$ cat config.mk
export PLATFORM = sky130hd
export DESIGN_NAME = kli_front
export DESIGN_NICKNAME = d
export VERILOG_FILES = /design/src/rtl/keyframe_linear_interpolator_core_assert.svh /design/src/rtl/kli_pkg.sv /design/src/rtl/kli_front.sv
export SDC_FILE = /design/constraint.sdc
export NUM_CORES = 1
export LEC_CHECK = 0
export BUFFER_PORTS_ARGS = -buffer_cell sky130_fd_sc_hd__buf_2
export CAP_MARGIN = 20
export CORE_MARGIN = 1
export CORE_UTILIZATION = 55
export DETAILED_ROUTE_END_ITERATION = 12
export GPL_TIMING_DRIVEN = 0
export PLACE_DENSITY = 0.83
export SETUP_SLACK_MARGIN = 0.05
export SYNTH_ARGS = -nofsm -noshare
export SYNTH_HDL_FRONTEND = slang
export SYNTH_SLANG_ARGS = --single-unit
export TNS_END_PERCENT = 1
$ cat constraint.sdc
create_clock -name clk -period 10 [get_ports clk]
set_clock_uncertainty 0.15 [all_clocks]
set_input_delay 1 -clock clk [delete_from_list [all_inputs] [get_ports clk]]
set_output_delay 1 -clock clk [all_outputs]
set_load 0.01 [all_outputs]
$ cat src/rtl/keyframe_linear_interpolator_core_assert.svh
// assertion macros shared by the checking code
`ifndef KEYFRAME_LINEAR_INTERPOLATOR_CORE_ASSERT_SVH
`define KEYFRAME_LINEAR_INTERPOLATOR_CORE_ASSERT_SVH

// same-cycle implication
`define KLI_ASSERT_IMP(lbl, ante, cons, msg) \
  lbl: assert property (@(posedge clk) disable iff (rst) (ante) |-> (cons)) else $error(msg);

// next-cycle implication
`define KLI_ASSERT_NXT(lbl, ante, cons, msg) \
  lbl: assert property (@(posedge clk) disable iff (rst) (ante) |=> (cons)) else $error(msg);

`endif

$ cat src/rtl/kli_pkg.sv
package kli_pkg;

  localparam int MAX_KEYS = 32;
  localparam int AW       = $clog2(MAX_KEYS);
  localparam int CW       = $clog2(MAX_KEYS + 1);
  localparam int CNT_W    = 6;
  localparam int IDX_W    = 5;
  localparam int TW       = 16;
  localparam int VW       = 16;
  localparam int MW       = VW + TW;
  localparam int NCH      = 3;
  localparam int DCW      = $clog2(VW + 1);
  localparam int QDEPTH   = 2;
  localparam int QAW      = $clog2(QDEPTH);
  localparam int QCW      = $clog2(QDEPTH + 1);

  localparam logic MODE_WRITE = 1'b0;
  localparam logic MODE_QUERY = 1'b1;

  localparam logic [1:0] STATUS_INTERP = 2'd0;
  localparam logic [1:0] STATUS_LOW    = 2'd1;
  localparam logic [1:0] STATUS_HIGH   = 2'd2;
  localparam logic [1:0] STATUS_EMPTY  = 2'd3;

  typedef struct packed {
    logic             mode;
    logic [IDX_W-1:0] entry_index;
    logic [TW-1:0]    key_time;
    logic [VW-1:0]    key_x;
    logic [VW-1:0]    key_y;
    logic [VW-1:0]    key_z;
    logic [TW-1:0]    query_time;
  } item_t;

  typedef struct packed {
    logic [VW-1:0] out_x;
    logic [VW-1:0] out_y;
    logic [VW-1:0] out_z;
    logic [1:0]    status;
  } res_t;

  // one keyframe as stored, lane 0 is x
  typedef struct packed {
    logic [TW-1:0]           t;
    logic [NCH-1:0][VW-1:0]  v;
  } entry_t;

  typedef struct packed {
    logic                    kind;
    logic [AW-1:0]           addr;
    logic [TW-1:0]           t;
    logic [NCH-1:0][VW-1:0]  v;
  } cmd_t;

  typedef struct packed {
    logic                    start;
    logic [TW-1:0]           den;
    logic [NCH-1:0][MW-1:0]  mag;
  } div_req_t;

  typedef struct packed {
    logic                    busy;
    logic                    done;
    logic [NCH-1:0][VW-1:0]  quot;
  } div_rsp_t;

endpackage

$ cat src/rtl/kli_front.sv
module kli_front (
  input  logic           clk,
  input  logic           rst,
  input  logic           item_valid,
  output logic           item_stall,
  input  kli_pkg::item_t item,
  output logic           q_valid,
  input  logic           q_pop,
  output kli_pkg::cmd_t  q_cmd
);
  import kli_pkg::*;

  cmd_t            slot [QDEPTH];
  cmd_t            cmd;
  logic [QAW-1:0]  wr_ptr;
  logic [QAW-1:0]  rd_ptr;
  logic [QCW-1:0]  count;
  logic            accept;
  logic            keep;
  logic            push;

  // classify: queries carry the query time, writes outside the table are dropped
  always_comb begin
    cmd.kind = item.mode;
    cmd.addr = AW'(item.entry_index);
    cmd.t    = (item.mode == MODE_QUERY) ? item.query_time : item.key_time;
    cmd.v[0] = item.key_x;
    cmd.v[1] = item.key_y;
    cmd.v[2] = item.key_z;
    keep     = (item.mode == MODE_QUERY) || (32'(item.entry_index) < MAX_KEYS);
  end

  assign item_stall = (count == QCW'(QDEPTH));
  assign accept     = item_valid && !item_stall;
  assign push       = accept && keep;
  assign q_valid    = (count != '0);
  assign q_cmd      = slot[rd_ptr];

  always_ff @(posedge clk) begin
    if (rst) begin
      wr_ptr <= '0;
      rd_ptr <= '0;
      count  <= '0;
    end else begin
      if (push) begin
        slot[wr_ptr] <= cmd;
        wr_ptr <= (wr_ptr == QAW'(QDEPTH - 1)) ? '0 : wr_ptr + QAW'(1);
      end
      if (q_pop) begin
        rd_ptr <= (rd_ptr == QAW'(QDEPTH - 1)) ? '0 : rd_ptr + QAW'(1);
      end
      unique case ({push, q_pop})
        2'b10:   count <= count + QCW'(1);
        2'b01:   count <= count - QCW'(1);
        default: count <= count;
      endcase
    end
  end

endmodule

# ---- Yosys cells after proc, flatten, opt, wreduce, memory -nomap -nowiden
# Memory sizes are Yosys's and may differ from the RTL's. A register that Yosys moved wholly into a read port is not among the register bits.
# Index checks and enable logic that the tools add are counted.
dict set report word_totals {
  reg_bits 4
  ramBits 140
  input_bits 90
  output_inout_bits 72
  word_cells 24
  memories 1
}
# name depth width read_ports rd_clocked_by_memory_dff write_ports line_no
set memory_table {}
lappend memory_table {slot 2 70 1 1 1 kli_front.sv:13} ;# cmd_t slot [QDEPTH];
dict set report classes {
  addsub 4
  n_eq_ne 3
  mux 9
  reduce_logical 4
}
# op count
set op_table {}
lappend op_table {{16-bit 2-to-1 mux} 1}
lappend op_table {{1-bit 2-to-1 mux} 7}
lappend op_table {{2-bit == test (second input constant)} 2}
lappend op_table {{2-bit case mux with 2 select lines} 1}
lappend op_table {{2-bit nonzero test} 2}
lappend op_table {{1-bit adder (second input constant)} 2}
lappend op_table {{2-bit by 1-bit adder with 2-bit output (second input constant)} 1}
lappend op_table {{2-bit by 1-bit == test with 1-bit output (second input constant)} 1}
lappend op_table {{2-bit by 1-bit subtractor with 2-bit output (second input constant)} 1}
lappend op_table {{1-bit logical AND} 1}
lappend op_table {{1-bit logical NOT} 1}

# ---- Logic depth before layout (Yosys ltp)
# Gate-level depths: netlist of run 1.
dict set report logic_depth {
  word_depth 6
  ltp_mapped 6
  ltp_nobuf 6
}

# ---- Worst setup path before layout of run 1
# Ideal clock, no wire load.
dict set report synth_timing {
  path_kind {input-to-reg}
  from {input port item_valid}
  to {memory slot[1][0] (netlist bit) (enable)}
  setup_time_ns 0.600
  arrival_time_ns 6.196
  t_required_ns 9.250
  setup_slack_ns 3.054
  cell_stages 2
  path_buffers 0
  cell_sequence {nand2b_1 -> nor3b_1}
}
dict set report synth_between {
  elab_chain_cells 4
}
# item line_no
set synth_lines {}
lappend synth_lines {{from (decl)} kli_front.sv:4} ;# input logic item_valid,
lappend synth_lines {{1-bit logical AND} kli_front.sv:34} ;# assign accept = item_valid && !item_stall;
lappend synth_lines {{1-bit 2-to-1 mux} kli_front.sv:45} ;# if (push) begin
lappend synth_lines {{1-bit 2-to-1 mux} kli_front.sv:40} ;# if (rst) begin
lappend synth_lines {{1-bit 2-to-1 mux (implied by the code)} kli_front.sv:46} ;# slot[wr_ptr] <= cmd;
lappend synth_lines {{to (decl)} kli_front.sv:13}
# Every way passes these cells.

==> results.md, run 1 <==
* Hold_buf cts at 0
* Clk_lat worst skew at 510 ps
* Run status: finished, final reports clean
* RSZ-0062 raised after global routing: false
* Worst EP required at 8850 ps
* CTS tree: built
* Worst setup SP type: flop
* Cells after Synth at 260
* Worst Path Buf+Inv at 3
* DR vias/cell at 5.074
* Post-CTS Resized at 0
* CP endpoint: q_cmd[50]
* Pre-antenna DRT Iters at 4
* Reg-to-reg setup timing slack at 7640 ps
* Final min period at 3194 ps
* Setup CP Type: reg -> out
* Peak VDD IR at 0.1163 mV
* Post-synthesis cell area at 0.005439 mm²
* Mapped Nets at 351
* Synth unique cells at 18
* Num CTS Buffers at 17
* Seq pwr share at 47.8%
* Worst-Margin Slew at 810.6 ps
* Sequential Area at 0.004304 mm²
* Critical Path Stages at 4
* Max stage delay on crit path at 380 ps
* Rel. slew slack at 45.66%
* CTS clk-pin slew, worst paths at 60 ps
* #FFs+latches synth at 145
* Setup Fix Bufs, Post-CTS at 0
* Total number of vias at 3014
* Clk pwr share at 41.1%
* Ranking of synthesized cells by area: edfxtp_1 (77%), mux2_2 (18%), dfxtp_1 (1.8%)
* Commonest non-fill, non-tap cell in the layout: buf_2
* Routability Congestion at 0.7233
* Multi-input gate area at 0.001092 mm²
* Comb pwr share at 11.1%
* Setup TNS at 0 ps
* Ordered cell list for the critical path: clkbuf_1 -> buf_2 -> mux2_2 -> buf_2
* Reg2reg start: count[0]$_SDFFE_PP0P_
* Max_cap viols at 0
* Number of antenna violations at the first check in global routing at 0
* I/O pins at 162
* Syn-to-layout area delta at 31.24%
* Most frequent cells in the layout: buf_2 (170), edfxtp_1 (140), mux2_2 (86)
* Capture point of the worst reg-to-reg path: slot[0][22]$_DFFE_PP_
* Placed instance area at 0.006555 mm²
* Most used cell, CP: buf_2
* Layout fillers at 565
* IO buf count at 161
* Util after Layout at 75.81%
* Final setup vio count at 0
* Hpwl dp at 6.899 mm
* Sequential-to-total area share from yosys stat at 79.14%
* Starting DRT DRC Count at 69
* Antenna Cells at 0
* Hold Fails Final Rpt at 0
* DIE AREA at 0.01029 mm²
* CP endpoint kind: output port
* CTS Buffer Depth at 2
* Slew Viols, Final at 0
* Arrival @ worst endpoint at 2040 ps
* Int Power at 1167 µW
* Die Y at 101.4 µm
* Share of layout cells above drive strength 1 at 64.73%
* Max FO, Critical Path at 10
* Row cnt at 35
* Initial Util at 57.77%
* Number of global-route vias before repair at 3059
* GRT Overall Usage at 20.27%
* Gr ovfl total at 0
* First-pass GRT wire length at 14.87 mm
* Largest net degree at the start of global routing at 17
* Remaining DRCs at 0
* Final nets at 543
* Hold Path Class: reg -> reg
* Final WL at 10.02 mm
* Core area at 0.009415 mm²
* Final instance area at 0.007138 mm²
* Final period util at 31.94%
* Clock root cell: clkbuf_8
* Top-area cell type share of the netlist area at 77.29%
* Htree depth at 4
* CP delay by family, top: buffers and inverters
* P_leak at 0.002727 µW
* Power Density at 209.3 mW/mm²
* P_sw at 327.4 µW
* Mapped Avg Cell Area at 20.92 µm²
* Sink Count at 145
* Post-route ant nets at 0
* WL/cell at 16.87 µm
* Largest area contributor in the netlist: edfxtp_1
* Max frequency at 313.1 MHz
* Yosys Warn Count at 0
* Worst reg2reg path depth at 6
* Slowest cell on the critical path: mux2_2
* Switch share at 21.91%
* Die width at 101.4 µm
[sequential cells by signal (all words and copies together), names as in the netlist, named ones only]
name	count
count	2
slot	140
wr_ptr	1
rd_ptr	1
[synthesized netlist by cell type (all sizes together)]
master	number
or2	1
ha	1
xnor2	2
nor2b	1
mux2	86
dfxtp	5
or3	2
inv	1
nor2	3
nor3	1
clkbuf	1
nor3b	1
o21ai	2
nand2b	1
edfxtp	140
buf	9
xor2	1
a21oi	2
[cell families after synthesis]
family          share of synthesized area, %
simple gates                           1.012
xor+xnor                              0.4832
flops                                  79.14
compound gates                        0.3681
buf+inv                               0.9660
mux                                    17.81
fa+ha+maj                             0.2300
[worst register-to-register path: cells and delay by family (launching register included)]
kind / cells / cell delay (ps)
AND/OR/NAND/NOR: 3 / 950
flip-flops: 1 / 400
buffers and inverters: 3 / 570
[how the worst min path moves through the flow]
stage	depth (start not counted)	slack, ps	endpoint	start
2_1_floorplan	2	310	count[1]$_SDFFE_PP0P_	count[1]$_SDFFE_PP0P_
3_3_place_gp	2	330	count[1]$_SDFFE_PP0P_	count[1]$_SDFFE_PP0P_
3_5_place_dp	2	360	count[1]$_SDFFE_PP0P_	count[1]$_SDFFE_PP0P_
4_1_cts	2	370	count[1]$_SDFFE_PP0P_	count[1]$_SDFFE_PP0P_
5_1_grt	2	380	count[1]$_SDFFE_PP0P_	count[1]$_SDFFE_PP0P_
6_report	2	360	count[1]$_SDFFE_PP0P_	count[1]$_SDFFE_PP0P_
[layout make-up]
| cell class | instances | share of cell area [%] |
|---|---|---|
| plain buffers | 10 | 0.6836 |
| clock buffers | 19 | 5.907 |
| clock inverters | 13 | 2.261 |
| inverters | 1 | 0.05259 |
| multi-input cells | 104 | 15.30 |
| flip-flops and latches | 145 | 60.30 |
| well taps | 129 | 2.261 |
| repair buffers | 173 | 13.23 |
[power groups by stage]
stage               Combinational (µW)  Clock (µW)  Sequential, µW
floorplan                         91.9           0             729
global placement                   152           0             733
detailed placement                 166           0             727
CTS                                168         625             715
global route                       179         646             717
finish                             165         614             714
[metal layers]
metal  GRT usage (%)  wire (µm)
met3           8.282        882
met5               0          0
met4           9.030        146
met2           35.06       5123
met1           21.91       3868
[metrics by stage]
step | hold WS, ps | total power (µW) | std cells | setup slack, ps
2_1_floorplan | 305.8 | 821.4 | 260 | 3054
3_3_place_gp | 325.8 | 884.9 | 550 | 423.1
3_5_place_dp | 357.8 | 892.5 | 562 | 7092
4_1_cts | 366.7 | 1507 | 594 | 6734
5_1_grt | 378.5 | 1542 | 594 | 6701
6_report | 363.6 | 1494 | 594 | 6806
Note: power is estimated with default switching activity, not from simulation.
==> run 2: changes to the inputs <==
- CORE_UTILIZATION: 55 -> 46
- PLACE_DENSITY: 0.83 -> 0.74
- clock period: 10 -> 2.9 ns (I/O delays scaled with it)
==> results.md, run 2 (synthesis results as in run 1) <==
* Sink Count at 145 (unchanged)
* Row cnt at 39 (+11%)
* CTS tree: built
* DIE AREA at 0.01226 mm² (+19%)
* First-pass GRT wire length at 17.15 mm (+15%)
* Layout fillers at 797 (+41%)
* Final setup vio count at 0 (unchanged)
* DR vias/cell at 4.836 (-4.7%)
* Max frequency at 427.3 MHz
* Initial Util at 47.43% (-10 points)
* IO buf count at 161 (unchanged)
* Number of global-route vias before repair at 3560 (+16%)
* Die width at 110.7 µm (+9.2%)
* Post-route ant nets at 0 (unchanged)
* CP endpoint kind: output port
* Gr ovfl total at 0 (unchanged)
* Rel. slew slack at 54.95% (+9.3 points)
* Power Density at 667.7 mW/mm² (+220%)
* Hold Fails Final Rpt at 0 (unchanged)
* Hold Path Class: in -> reg
* Remaining DRCs at 0 (unchanged)
* Worst Setup Slack, final at 559.7 ps (-6246 ps)
* Hpwl dp at 7.002 mm (+1.5%)
* Final period util at 80.70%
* P_leak at 0.002952 µW (+8.2%)
* Final nets at 594 (+9.4%)
* CTS clk-pin slew, worst paths at 50 ps (about the same)
* Htree depth at 4 (unchanged)
* Number of antenna violations at the first check in global routing at 0 (unchanged)
* Max FO, Critical Path at 10 (unchanged)
* Clk_lat worst skew at 410 ps (-100 ps)
* Setup CP Type: reg -> out
* Run status: finished, final reports clean
* Core area at 0.01147 mm² (+22%)
* GRT Overall Usage at 18.66% (-1.6 points)
* Num CTS Buffers at 17 (unchanged)
* Sequential Area at 0.004305 mm² (about the same)
* Max reg flops at 140 (unchanged)
* Largest net degree at the start of global routing at 21 (+4)
* Arrival @ worst endpoint at 1900 ps (-140 ps)
* Peak VDD IR at 0.4568 mV (+290%)
* Commonest non-fill, non-tap cell in the layout: buf_2
* WL/cell at 16.18 µm (-4.1%)
* Share of layout cells above drive strength 1 at 57.56% (-7.2 points)
* Most flop-heavy register: slot
* Multi-input gate area at 0.001120 mm² (+2.5%)
* Antenna Cells at 0 (unchanged)
* Clock root cell: clkbuf_16
* Slew Viols, Final at 0 (unchanged)
* RSZ-0062 raised after global routing: false
* Routability Congestion at 0.7042 (-2.6%)
* Total number of vias at 3187 (+5.7%)
* Starting DRT DRC Count at 172 (+150%)
* Syn-to-layout area delta at 41.91%
* Util after Layout at 67.31% (-8.5 points)
* Placed instance area at 0.006623 mm² (+1.0%)
* Setup TNS at 0 ps (unchanged)
* Final WL at 10.67 mm (+6.4%)
* Final min period at 2340 ps
* Max_cap viols at 0 (unchanged)
* CTS Buffer Depth at 2 (unchanged)
* Most frequent cells in the layout: buf_2 (170), edfxtp_1 (140), mux2_2 (86)
* Worst EP required at 2460 ps (-6390 ps)
* Final instance area at 0.007719 mm² (+8.1%)
* Worst setup SP type: flop
* Largest regs: slot: 140 flops, count: 2 flops
* Worst-Margin Slew at 673.5 ps (-137.1 ps)
* Pre-CTS WS at 803.2 ps (-6289 ps)
* I/O pins at 162 (unchanged)
* Pre-antenna DRT Iters at 4 (unchanged)
* Die Y at 110.7 µm (+9.2%)
==> run 2: worst paths after layout <==
check                                      startpoint               endpoint  slack, ps  cells past startpoint
worst max-delay path                             flop               q_cmd[2]        560                      4
worst min-delay path                            q_pop                   flop         30                      3
worst max register to register  count[1]$_SDFFE_PP0P_  slot[1][46]$_DFFE_PP_        820                      6
worst min register to register    rd_ptr$_SDFFE_PP0P_                   flop        380                      2
==> run 2: metal layers <==
metal	vias to the layer above	GRT usage (%)	part of all wire [%]
li1	1518	-	-
met1	1514	20.45	39
met2	139	32.84	52
met3	16	6.506	7.3
met4	0	7.733	1.6
met5	-	0	0
==> run 2: cell type report <==
cell class / instances / share of cell area (%)
sequential: 145 / 55.78
timing repair buffer: 224 / 19.52
multi-input combinational: 104 / 14.51
clock buffer: 21 / 5.706
tap: 143 / 2.318
clock inverter: 11 / 1.491
buffer: 10 / 0.6322
inverter: 1 / 0.04863
==> run 2: report_power, final <==
| group | leakage, µW | switching, µW | internal, µW |
|---|---|---|---|
| Clock | 0.000266 | 787 | 1260 |
| Sequential | 0.00132 | 32.1 | 2430 |
| Combinational | 0.00136 | 305 | 341 |
==> run 2: metrics by stage <==
stage	cells	power [µW]	hold WS [ps]
global placement	564	3051	329.0
CTS	659	5194	10.15
floorplan	260	2832	205.0
finish	659	5154	33.41
detailed placement	573	3101	331.7
global route	659	5329	28.14
==> run 2: timing repair <==
item                                    4_1_cts  5_1_grt
hold buffers                                 54        0
resized for setup                             0        0
hold endpoints to repair                    108        0
endpoints found under the setup margin        0        0
buffers inserted                              0        0
==> run 2: critical path, cell delays in order, from the launching register on <==
cell      delay (ps)
dfxtp_1          300
clkbuf_1         320
buf_2            350
mux2_2           380
buf_2            140
